$ cat src/rtl/nsv_pkg.sv
// Types and constants shared by the NMEA sentence validator modules.
// No dependencies.
package nsv_pkg;

  typedef struct packed {
    logic       op;
    logic [7:0] data_byte;
  } in_item_t;

  typedef struct packed {
    logic       valid_res;
    logic [3:0] error_code;
    logic [6:0] field_count;
  } out_item_t;

  typedef struct packed {
    logic      valid;
    out_item_t item;
  } result_t;

  typedef struct packed {
    logic [15:0] timeout_ms;
    logic [6:0]  max_field_len;
    logic [5:0]  max_fields;
  } cfg_regs_t;

  // Configuration register indexes.
  localparam int          CFG_IDX_W        = 2;
  localparam int          CFG_DATA_W       = 16;
  localparam logic [1:0]  REG_TIMEOUT_MS   = 2'd0;
  localparam logic [1:0]  REG_MAX_FIELD_LEN = 2'd1;
  localparam logic [1:0]  REG_MAX_FIELDS   = 2'd2;

  localparam logic [15:0] TIMEOUT_RST      = 16'd1000;
  localparam logic [6:0]  MAX_FIELD_LEN_RST = 7'd20;
  localparam logic [5:0]  MAX_FIELDS_RST   = 6'd30;

  // Verdict codes.
  localparam logic [3:0] ERR_NONE      = 4'd0;
  localparam logic [3:0] ERR_TIMEOUT   = 4'd1;
  localparam logic [3:0] ERR_TAG_FRAME = 4'd2;
  localparam logic [3:0] ERR_TAG_LEN   = 4'd3;
  localparam logic [3:0] ERR_TAG_FMT   = 4'd4;
  localparam logic [3:0] ERR_TAG_CSUM  = 4'd5;
  localparam logic [3:0] ERR_NO_DOLLAR = 4'd6;
  localparam logic [3:0] ERR_CSUM      = 4'd7;
  localparam logic [3:0] ERR_BAD_CHAR  = 4'd8;
  localparam logic [3:0] ERR_FIELD     = 4'd9;

  // One flag for each check, indexed by its verdict code.
  typedef logic [9:2] err_flags_t;

  // Characters the parser looks for.
  localparam logic [7:0] CH_NUL    = 8'h00;
  localparam logic [7:0] CH_LF     = 8'h0A;
  localparam logic [7:0] CH_CR     = 8'h0D;
  localparam logic [7:0] CH_DOLLAR = 8'h24;
  localparam logic [7:0] CH_STAR   = 8'h2A;
  localparam logic [7:0] CH_COMMA  = 8'h2C;
  localparam logic [7:0] CH_BSL    = 8'h5C;
  localparam logic [7:0] CH_PR_LO  = 8'h20;
  localparam logic [7:0] CH_PR_HI  = 8'h7E;

  localparam logic [6:0]  SAT7        = 7'h7F;
  localparam logic [16:0] ELAPSED_MAX = 17'h1FFFF;

  typedef enum logic [9:0] {
    PH_START      = 10'b00_0000_0001,
    PH_TAG_BODY   = 10'b00_0000_0010,
    PH_TAG_HEX    = 10'b00_0000_0100,
    PH_TAG_TAIL   = 10'b00_0000_1000,
    PH_SENT_FIRST = 10'b00_0001_0000,
    PH_SENT_BODY  = 10'b00_0010_0000,
    PH_SENT_HEX   = 10'b00_0100_0000,
    PH_SENT_TAIL  = 10'b00_1000_0000,
    PH_SKIP       = 10'b01_0000_0000,
    PH_ENDED      = 10'b10_0000_0000
  } phase_t;

  // Bit 4 set means the byte is not a hex digit; bits 3:0 hold its value.
  function automatic logic [4:0] hex_of(input logic [7:0] b);
    if (b >= 8'h30 && b <= 8'h39) return {1'b0, b[3:0]};
    if ((b >= 8'h41 && b <= 8'h46) || (b >= 8'h61 && b <= 8'h66))
      return {1'b0, 4'(b[3:0] + 4'd9)};
    return 5'h10;
  endfunction

endpackage

$ cat src/rtl/nmea_sentence_validator_top.sv
// Top level of the NMEA 0183 sentence validator: configuration registers,
// the parser and the two-entry result buffer. Depends on nsv_pkg and nsv_parser.
//
//   Channel   Direction  Handshake             Payload
//   in_*      in         in_valid / in_stall   nsv_pkg::in_item_t  (op, data_byte)
//   out_*     out        out_valid / out_stall nsv_pkg::out_item_t (valid_res,
//                                              error_code, field_count)
//   cfg_*     in         cfg_we                cfg_index, cfg_wdata
//
// An item is accepted in every cycle in which the skid entry is empty and is
// parsed in that cycle; its verdict is registered into the result register,
// or the skid entry if the result register stalls; they hold up to two verdicts.
// in_stall is high only while the skid entry is full. Reset is synchronous and
// active low, and restores the register defaults and an empty message.
module nmea_sentence_validator_top #(
  parameter int MAX_MSG_LEN = 128,
  parameter int MAX_TAG_LEN = 64
) (
  input  logic                              clk,
  input  logic                              rst_n,
  input  logic                              in_valid,
  output logic                              in_stall,
  input  nsv_pkg::in_item_t                 in_item,
  output logic                              out_valid,
  input  logic                              out_stall,
  output nsv_pkg::out_item_t                out_item,
  input  logic                              cfg_we,
  input  logic [nsv_pkg::CFG_IDX_W-1:0]     cfg_index,
  input  logic [nsv_pkg::CFG_DATA_W-1:0]    cfg_wdata
);

  nsv_pkg::cfg_regs_t cfg_r;
  nsv_pkg::result_t   res;
  nsv_pkg::out_item_t out_data_r, skid_data_r;
  logic               out_valid_r, skid_valid_r;
  logic               in_fire, out_take;

  // Configuration writes; an index past the last register is ignored.
  always_ff @(posedge clk) begin
    if (!rst_n) begin
      cfg_r.timeout_ms    <= nsv_pkg::TIMEOUT_RST;
      cfg_r.max_field_len <= nsv_pkg::MAX_FIELD_LEN_RST;
      cfg_r.max_fields    <= nsv_pkg::MAX_FIELDS_RST;
    end else if (cfg_we) begin
      case (cfg_index)
        nsv_pkg::REG_TIMEOUT_MS:    cfg_r.timeout_ms    <= cfg_wdata;
        nsv_pkg::REG_MAX_FIELD_LEN: cfg_r.max_field_len <= cfg_wdata[6:0];
        nsv_pkg::REG_MAX_FIELDS:    cfg_r.max_fields    <= cfg_wdata[5:0];
        default: begin
        end
      endcase
    end
  end

  // Input is taken whenever the skid entry has room for a possible verdict.
  assign in_stall = skid_valid_r;
  assign in_fire  = in_valid && !skid_valid_r;

  nsv_parser #(
    .MAX_MSG_LEN(MAX_MSG_LEN),
    .MAX_TAG_LEN(MAX_TAG_LEN)
  ) u_parser (
    .clk    (clk),
    .rst_n  (rst_n),
    .in_fire(in_fire),
    .in_item(in_item),
    .cfg    (cfg_r),
    .res    (res)
  );

  // Result register with one skid entry behind it. A new verdict goes to the
  // result register when it is empty or being drained, otherwise to the skid.
  assign out_take = out_valid_r && !out_stall;

  always_ff @(posedge clk) begin
    if (!rst_n) begin
      out_valid_r  <= 1'b0;
      skid_valid_r <= 1'b0;
    end else if (skid_valid_r) begin
      if (out_take) begin
        out_valid_r  <= 1'b1;
        skid_valid_r <= 1'b0;
      end
    end else if (res.valid) begin
      if (!out_valid_r || out_take) begin
        out_valid_r <= 1'b1;
      end else begin
        skid_valid_r <= 1'b1;
      end
    end else if (out_take) begin
      out_valid_r <= 1'b0;
    end
  end

  always_ff @(posedge clk) begin
    if (skid_valid_r) begin
      if (out_take) out_data_r <= skid_data_r;
    end else if (res.valid) begin
      if (!out_valid_r || out_take) out_data_r <= res.item;
      else skid_data_r <= res.item;
    end
  end

  assign out_valid = out_valid_r;
  assign out_item  = out_data_r;

endmodule

$ cat src/rtl/nsv_parser.sv
// Message framing, streaming checks and verdict for the NMEA sentence validator.
// Depends on nsv_pkg.
module nsv_parser #(
  parameter int MAX_MSG_LEN = 128,
  parameter int MAX_TAG_LEN = 64
) (
  input  logic              clk,
  input  logic              rst_n,
  input  logic              in_fire,
  input  nsv_pkg::in_item_t in_item,
  input  nsv_pkg::cfg_regs_t cfg,
  output nsv_pkg::result_t  res
);

  localparam int IdxW = $clog2(MAX_MSG_LEN);
  localparam logic [IdxW-1:0] IDX_LAST = IdxW'(MAX_MSG_LEN - 1);
  localparam logic [6:0] TAG_LIMIT = 7'(MAX_TAG_LEN);

  nsv_pkg::phase_t     phase_r, phase_nxt;
  logic [IdxW-1:0]     byte_idx_r, byte_idx_nxt;
  logic [16:0]         elapsed_r, elapsed_nxt;
  logic [7:0]          tag_xor_r, tag_xor_nxt;
  logic [6:0]          tag_len_r, tag_len_nxt;
  logic [7:0]          sent_xor_r, sent_xor_nxt;
  logic [7:0]          hex_r, hex_nxt;
  logic [1:0]          hex_seen_r, hex_seen_nxt;
  logic [6:0]          field_len_r, field_len_nxt;
  logic [6:0]          fields_r, fields_nxt;
  nsv_pkg::err_flags_t flags_r, flags_nxt;

  always_comb begin
    logic [7:0]  b;
    logic        in_frame, msg_done, do_take, do_end;
    logic        tag_close, dig_tag, dig_sent, fchar;
    logic [4:0]  hv;
    logic [7:0]  expect_xor;
    logic [3:0]  dig_code, code;
    nsv_pkg::phase_t dig_next;

    b          = in_item.data_byte;
    in_frame   = byte_idx_r < IDX_LAST;
    msg_done   = !in_frame || (b == nsv_pkg::CH_LF);
    do_take    = in_frame && (phase_r != nsv_pkg::PH_ENDED) && (b != nsv_pkg::CH_NUL);
    tag_close  = 1'b0;
    dig_tag    = 1'b0;
    dig_sent   = 1'b0;
    fchar      = 1'b0;
    hv         = nsv_pkg::hex_of(b);
    expect_xor = '0;
    dig_code   = nsv_pkg::ERR_NONE;
    dig_next   = nsv_pkg::PH_TAG_TAIL;
    code       = nsv_pkg::ERR_NONE;

    phase_nxt     = phase_r;
    byte_idx_nxt  = byte_idx_r;
    elapsed_nxt   = elapsed_r;
    tag_xor_nxt   = tag_xor_r;
    tag_len_nxt   = tag_len_r;
    sent_xor_nxt  = sent_xor_r;
    hex_nxt       = hex_r;
    hex_seen_nxt  = hex_seen_r;
    field_len_nxt = field_len_r;
    fields_nxt    = fields_r;
    flags_nxt     = flags_r;

    // Per-byte parse step.
    if (do_take) begin
      if (phase_r inside {nsv_pkg::PH_TAG_BODY, nsv_pkg::PH_TAG_HEX, nsv_pkg::PH_TAG_TAIL}
          && tag_len_r != nsv_pkg::SAT7) begin
        tag_len_nxt = tag_len_r + 7'd1;
      end
      case (phase_r)
        nsv_pkg::PH_START, nsv_pkg::PH_SENT_FIRST: begin
          if (phase_r == nsv_pkg::PH_START && b == nsv_pkg::CH_BSL) begin
            phase_nxt   = nsv_pkg::PH_TAG_BODY;
            tag_len_nxt = 7'd1;
            tag_xor_nxt = '0;
          end else if (b == nsv_pkg::CH_DOLLAR) begin
            phase_nxt    = nsv_pkg::PH_SENT_BODY;
            sent_xor_nxt = '0;
          end else begin
            flags_nxt[nsv_pkg::ERR_NO_DOLLAR] = 1'b1;
            phase_nxt = nsv_pkg::PH_SKIP;
          end
        end
        nsv_pkg::PH_TAG_BODY: begin
          if (b == nsv_pkg::CH_BSL) begin
            flags_nxt[nsv_pkg::ERR_TAG_FMT] = 1'b1;
            tag_close = 1'b1;
          end else if (b == nsv_pkg::CH_STAR) begin
            phase_nxt    = nsv_pkg::PH_TAG_HEX;
            hex_nxt      = '0;
            hex_seen_nxt = '0;
          end else begin
            tag_xor_nxt = tag_xor_r ^ b;
          end
        end
        nsv_pkg::PH_TAG_HEX: begin
          if (b == nsv_pkg::CH_BSL) begin
            flags_nxt[nsv_pkg::ERR_TAG_FMT] = 1'b1;
            tag_close = 1'b1;
          end else begin
            dig_tag = 1'b1;
          end
        end
        nsv_pkg::PH_TAG_TAIL: begin
          tag_close = (b == nsv_pkg::CH_BSL);
        end
        nsv_pkg::PH_SENT_BODY: begin
          if (b == nsv_pkg::CH_STAR) begin
            phase_nxt    = nsv_pkg::PH_SENT_HEX;
            hex_nxt      = '0;
            hex_seen_nxt = '0;
          end else begin
            sent_xor_nxt = sent_xor_r ^ b;
            if (!(b inside {[nsv_pkg::CH_PR_LO:nsv_pkg::CH_PR_HI], nsv_pkg::CH_CR,
                            nsv_pkg::CH_LF})) begin
              flags_nxt[nsv_pkg::ERR_BAD_CHAR] = 1'b1;
            end
          end
          fchar = 1'b1;
        end
        nsv_pkg::PH_SENT_HEX: begin
          dig_sent = 1'b1;
          fchar    = 1'b1;
        end
        nsv_pkg::PH_SENT_TAIL: begin
          fchar = 1'b1;
        end
        default: begin
        end
      endcase

      // Checksum digit, shared by the TAG block and the sentence.
      if (dig_tag || dig_sent) begin
        expect_xor = dig_tag ? tag_xor_r : sent_xor_r;
        dig_code   = dig_tag ? nsv_pkg::ERR_TAG_CSUM : nsv_pkg::ERR_CSUM;
        dig_next   = dig_tag ? nsv_pkg::PH_TAG_TAIL : nsv_pkg::PH_SENT_TAIL;
        if (hv[4]) flags_nxt[dig_code] = 1'b1;
        else hex_nxt = {hex_r[3:0], hv[3:0]};
        hex_seen_nxt = hex_seen_r + 2'd1;
        if (hex_seen_r != 2'd0) begin
          if (hex_nxt != expect_xor) flags_nxt[dig_code] = 1'b1;
          phase_nxt = dig_next;
        end
      end

      if (tag_close) begin
        if (tag_len_nxt >= TAG_LIMIT) flags_nxt[nsv_pkg::ERR_TAG_LEN] = 1'b1;
        phase_nxt = (|flags_nxt) ? nsv_pkg::PH_SKIP : nsv_pkg::PH_SENT_FIRST;
      end

      if (fchar) begin
        if (b == nsv_pkg::CH_COMMA) begin
          if (field_len_r != 7'd0 && fields_r != nsv_pkg::SAT7) fields_nxt = fields_r + 7'd1;
          field_len_nxt = '0;
        end else begin
          if ({1'b0, field_len_r} + 8'd1 > {1'b0, cfg.max_field_len}) begin
            flags_nxt[nsv_pkg::ERR_FIELD] = 1'b1;
          end
          if (field_len_r != nsv_pkg::SAT7) field_len_nxt = field_len_r + 7'd1;
        end
      end
    end

    // End of content: a zero byte, a newline or a full frame.
    do_end = (in_frame && b == nsv_pkg::CH_NUL && phase_r != nsv_pkg::PH_ENDED)
          || (msg_done && phase_nxt != nsv_pkg::PH_ENDED);
    if (do_end) begin
      case (phase_nxt)
        nsv_pkg::PH_START, nsv_pkg::PH_SENT_FIRST: begin
          flags_nxt[nsv_pkg::ERR_NO_DOLLAR] = 1'b1;
        end
        nsv_pkg::PH_TAG_BODY, nsv_pkg::PH_TAG_HEX, nsv_pkg::PH_TAG_TAIL: begin
          flags_nxt[nsv_pkg::ERR_TAG_FRAME] = 1'b1;
        end
        nsv_pkg::PH_SENT_BODY, nsv_pkg::PH_SENT_HEX, nsv_pkg::PH_SENT_TAIL: begin
          if (phase_nxt != nsv_pkg::PH_SENT_TAIL) flags_nxt[nsv_pkg::ERR_CSUM] = 1'b1;
          if (field_len_nxt != 7'd0 && fields_nxt != nsv_pkg::SAT7) begin
            fields_nxt = fields_nxt + 7'd1;
          end
          field_len_nxt = '0;
          if (fields_nxt == 7'd0 || fields_nxt > {1'b0, cfg.max_fields}) begin
            flags_nxt[nsv_pkg::ERR_FIELD] = 1'b1;
          end
        end
        default: begin
        end
      endcase
      phase_nxt = nsv_pkg::PH_ENDED;
    end

    if (in_frame) byte_idx_nxt = byte_idx_r + 1'b1;

    // Verdict: timeout wins, then the lowest failed check.
    if (elapsed_r > {1'b0, cfg.timeout_ms}) begin
      code = nsv_pkg::ERR_TIMEOUT;
    end else begin
      for (int k = 9; k >= 2; k--) begin
        if (flags_nxt[k]) code = 4'(k);
      end
    end
    res.valid                = in_fire && !in_item.op && msg_done;
    res.item.valid_res       = (code == nsv_pkg::ERR_NONE);
    res.item.error_code      = code;
    res.item.field_count     = (code == nsv_pkg::ERR_NONE || code == nsv_pkg::ERR_FIELD)
                               ? fields_nxt : 7'd0;

    // A tick only advances the timer; a verdict starts a fresh message.
    if (in_item.op) begin
      phase_nxt     = phase_r;
      byte_idx_nxt  = byte_idx_r;
      tag_xor_nxt   = tag_xor_r;
      tag_len_nxt   = tag_len_r;
      sent_xor_nxt  = sent_xor_r;
      hex_nxt       = hex_r;
      hex_seen_nxt  = hex_seen_r;
      field_len_nxt = field_len_r;
      fields_nxt    = fields_r;
      flags_nxt     = flags_r;
      if (elapsed_r != nsv_pkg::ELAPSED_MAX) elapsed_nxt = elapsed_r + 17'd1;
    end else if (msg_done) begin
      phase_nxt     = nsv_pkg::PH_START;
      byte_idx_nxt  = '0;
      elapsed_nxt   = '0;
      tag_xor_nxt   = '0;
      tag_len_nxt   = '0;
      sent_xor_nxt  = '0;
      hex_nxt       = '0;
      hex_seen_nxt  = '0;
      field_len_nxt = '0;
      fields_nxt    = '0;
      flags_nxt     = '0;
    end
  end

  always_ff @(posedge clk) begin
    if (!rst_n) begin
      phase_r     <= nsv_pkg::PH_START;
      byte_idx_r  <= '0;
      elapsed_r   <= '0;
      tag_xor_r   <= '0;
      tag_len_r   <= '0;
      sent_xor_r  <= '0;
      hex_r       <= '0;
      hex_seen_r  <= '0;
      field_len_r <= '0;
      fields_r    <= '0;
      flags_r     <= '0;
    end else if (in_fire) begin
      phase_r     <= phase_nxt;
      byte_idx_r  <= byte_idx_nxt;
      elapsed_r   <= elapsed_nxt;
      tag_xor_r   <= tag_xor_nxt;
      tag_len_r   <= tag_len_nxt;
      sent_xor_r  <= sent_xor_nxt;
      hex_r       <= hex_nxt;
      hex_seen_r  <= hex_seen_nxt;
      field_len_r <= field_len_nxt;
      fields_r    <= fields_nxt;
      flags_r     <= flags_nxt;
    end
  end

endmodule

$ cat config.mk
export PLATFORM = sky130hd
export DESIGN_NAME = nmea_sentence_validator_top
export DESIGN_NICKNAME = d
export VERILOG_FILES = /design/src/rtl/nsv_pkg.sv /design/src/rtl/nmea_sentence_validator_top.sv /design/src/rtl/nsv_parser.sv
export SDC_FILE = /design/constraint.sdc
export NUM_CORES = 1
export LEC_CHECK = 0
export BUFFER_PORTS_ARGS = -buffer_cell sky130_fd_sc_hd__buf_2
export CORE_MARGIN = 2
export CORE_UTILIZATION = 30
export CTS_BUF_LIST = sky130_fd_sc_hd__clkbuf_16
export DETAILED_ROUTE_END_ITERATION = 6
export HOLD_SLACK_MARGIN = 0.02
export MAX_ROUTING_LAYER = met4
export PLACE_DENSITY_LB_ADDON = 0.15
export SLEW_MARGIN = 0
export SYNTH_ARGS = -nofsm -noshare
export SYNTH_HDL_FRONTEND = slang
export SYNTH_SLANG_ARGS = --single-unit
$ cat constraint.sdc
create_clock -name clk -period 6.9 [get_ports clk]
set_clock_uncertainty 0.15 [all_clocks]
set_input_delay 2.07 -clock clk [delete_from_list [all_inputs] [get_ports clk]]
set_output_delay 2.07 -clock clk [all_outputs]
set_load 0.1 [all_outputs]
==> flow_summary.toml <==
[cells_and_area]
final_layout_size_suffix_gt1_share_pct = 17.3
area.growth.synth_to_final_pct = 19.2
layout_commonest_cell = "dfxtp_1"
final_nets = 1268
finalInstanceArea_um2 = 11000
final_cell_mix = "dfxtp_1, nand2_1, nor2_1"

[pwr]
swShare_pct = 25.6
ir_drop_v = 0.000175
pwr-share-clk_pct = 47.9
leakage_nw = 4.27
combPwrFrac_pct = 9.0
p_per_area_nw_per_um2 = 184
p_switching_mw = 0.517
p_seq_share_pct = 43.0
p_int_mw = 1.50

[route]
vias = 8363
drc_errors = 0
routed_wl_mm = 26.6
wl_per_cell_um = 16.6
drtIter0Drc = 637
via_per_inst = 5.21
drtAntennaViolNets = 0
dr.pass1.iters = 5

[critical_path]
slowest_delay_ps = 400
cp_data_required_time_ps = 6940
r2r-end = "out_item[7]"
arrival_ps = 6830
cp-start-kind = "input pin"
critPathSlowestCell = "or3b_4"
critical_path_class = "input pin to flip-flop"
crit_end = "out_item[7]"
crit_path_frequent_cell = "o21a_1"
cp-end-kind = "flip-flop"
worst-path-stages = 27
worstPathMaxFanout = 4
r2r_start = "u_parser.phase_r[0]"
startpoint = "in_item[7]"
critPathTopFamily = "simple AND/OR/NAND/NOR gates"
reg2regPathDepth = 25
cp_num_buf_inv = 4
reg2reg_setup_slack_ps = 1120

[grt]
grt.total_usage_pct = 17.5
grt_max_degree = 68
grt-ovfl-total = 0
grt_pass1_wl_mm = 42.7
grt_pass1_vias = 7864
antenna_found_initial = 1

[floorplan]
dieHeight_um = 179
initial_utilization_pct = 30.3
io_pins = 46
core_area_um2 = 30400
die_w_um = 179
num_rows = 64
die_area_um2 = 32200

[placement]
gp_congestion = 0.898
dpl_cell_area_um2 = 10300
dp.final_hpwl_mm = 19.8
port_buffers = 45

[synth]
yosys_most_used_dff = "dfxtp_1"
async_flop_share_pct = 0
yosys_warnings = 0
netlist_instances = 1118
synth_edf_count = 24
yosysUniqueCellTypes = 82
synth.area.mux_share_pct = 2.90
syn_nets = 1192
synth_compound_area_share_pct = 20.2
synth_adder_area_share_pct = 5.70
synth_simple_gate_area_share_pct = 27.8
ys_seq_area_share_pct = 33.9
ys_ff_latch = 144
syn_avg_cell_area_um2 = 8.25
synth_top_family_by_area = "simple AND/OR/NAND/NOR gates"
syn_area_um2 = 9220
synthXorXnorAreaFrac_pct = 4.84

[clock_network]
clkSinkCount = 144
cts_buffers = 17
clkTransAtPathRegs_ps = 70
clockBufferDepth = 2
cts_hold_buf = 0
clk_latency_ps = 440
cts_root_buf = "clkbuf_16"
h-tree-depth = 4
cts_tree = "yes"

[min_path]
hp-class = "flip-flop to flip-flop"
hp-start = "cfg_r[27]"

[timing]
rsz0062_at_grt = "true"
hold_viol_final = 0
maxSlewHeadroom_pct = 15.0
slew_viol_final = 0
tightest_slew_ps = 1260
fin_crit_ps = 6790
final-setup-viol-count = 0
fin_tns_setup_ps = 0
timing.fmax_mhz = 147
period_share_pct = 98.4

[run]
cap_violations = 0

[outcome]
status = "finished, final reports clean"
## how the worst min path moves through the flow
stage / to / slack [ps] / cells after the start
after floorplan: u_parser.hex_seen_r[1] / 290 / 2
after global placement: cfg_r[24] / 300 / 2
after detailed placement: cfg_r[27] / 310 / 2
after CTS: cfg_r[27] / 320 / 2
after global routing: cfg_r[27] / 340 / 2
final: cfg_r[27] / 320 / 2
## kinds of logic after synthesis
family / count (synthesis)
and+or+nand+nor: 484
AOI/OAI and AO/OA: 268
DFF: 144
buffers and inverters: 103
xor gates and xnor gates: 51
adders and majority gates: 42
muxes: 26
## metrics by stage
step                      power, mW  util (%)  cells  setup WS (ps)  hold slack, ps
after floorplan                1.00         -   1118           -218             291
after global placement         1.06      33.7   1568           -391             305
after detailed placement       1.06      33.7   1568           -448             309
after CTS                      2.03      35.7   1600           15.9             318
after global routing           2.09      36.1   1604          -61.9             343
final                          2.02      36.1   1604            113             316
## area by class of cell
type / count / area, um2
clock inverter: 15 / 170
clock buffer: 17 / 425
sequential: 144 / 3120
multi-input combinational: 871 / 5840
inverter: 49 / 186
antenna: 1 / 2.50
tap: 396 / 495
timing repair buffer: 111 / 747
fill: 3158 / 19400
## per-layer routing
metal | wire length, um | track usage, %
met5 | 0 | -
met4 | 491 | 4.84
met3 | 980 | 2.95
met2 | 12200 | 27.1
met1 | 12900 | 23.4
## power by group through the flow
stage / logic, mW / clock network (mW) / registers (mW)
floorplan: 0.120 / 0 / 0.885
global placement: 0.171 / 0 / 0.887
detailed placement: 0.171 / 0 / 0.887
CTS: 0.172 / 0.991 / 0.868
global route: 0.200 / 1.02 / 0.869
finish: 0.182 / 0.967 / 0.869
## tightest hold or removal path: cells and delay by family, from the launching register on
kind / cells / cell delay (ps)
AND/OR/NAND/NOR: 1 / 50
AO/OA/AOI/OAI: 1 / 60
flip-flops: 1 / 310
## repair_timing
item                       CTS  global route
setup endpoints to repair    0            18
resized for setup            0            21
setup buffers                0             4
## synth_stat cells, types with 9 or more instances
| master | n | area, um2 |
|---|---|---|
| dfxtp_1 | 120 | 2400 |
| nand2_1 | 119 | 447 |
| nor2_1 | 104 | 390 |
| o21ai_0 | 56 | 280 |
| inv_1 | 49 | 184 |
| ha_1 | 42 | 526 |
| nor2b_1 | 42 | 263 |
| a21oi_1 | 40 | 200 |
| clkbuf_1 | 35 | 131 |
| nand3_1 | 31 | 155 |
| and2_1 | 28 | 175 |
| and3_1 | 27 | 169 |
| xor2_1 | 26 | 228 |
| a21boi_0 | 25 | 188 |
| nand4_1 | 25 | 156 |
| xnor2_1 | 25 | 219 |
| edfxtp_1 | 24 | 721 |
| nor3_1 | 23 | 115 |
| mux2i_1 | 20 | 200 |
| a22oi_1 | 17 | 128 |
| a21o_1 | 12 | 90.1 |
| o211ai_1 | 12 | 90.1 |
| o21a_1 | 12 | 90.1 |
| or3_1 | 12 | 75.1 |
| a31oi_1 | 11 | 68.8 |
| buf_2 | 11 | 55.1 |
| nor4_1 | 11 | 68.8 |
| o31ai_1 | 11 | 82.6 |
| nand3b_1 | 9 | 67.6 |
## registers in the layout, summed over array words and instances (netlist names)
| register | count |
|---|---|
| u_parser.phase_r | 10 |
| cfg_r | 29 |
| u_parser.fields_r | 7 |
| u_parser.elapsed_r | 17 |
| u_parser.sent_xor_r | 8 |
| in_stall | 1 |
| u_parser.flags_r | 8 |
| out_valid | 1 |
| u_parser.hex_seen_r | 2 |
| u_parser.byte_idx_r | 7 |
| u_parser.field_len_r | 7 |
| u_parser.hex_r | 8 |
| skid_data_r | 12 |
| u_parser.tag_len_r | 7 |
| out_item | 12 |
| u_parser.tag_xor_r | 8 |
No activity file was read; power rests on OpenSTA's default activity.
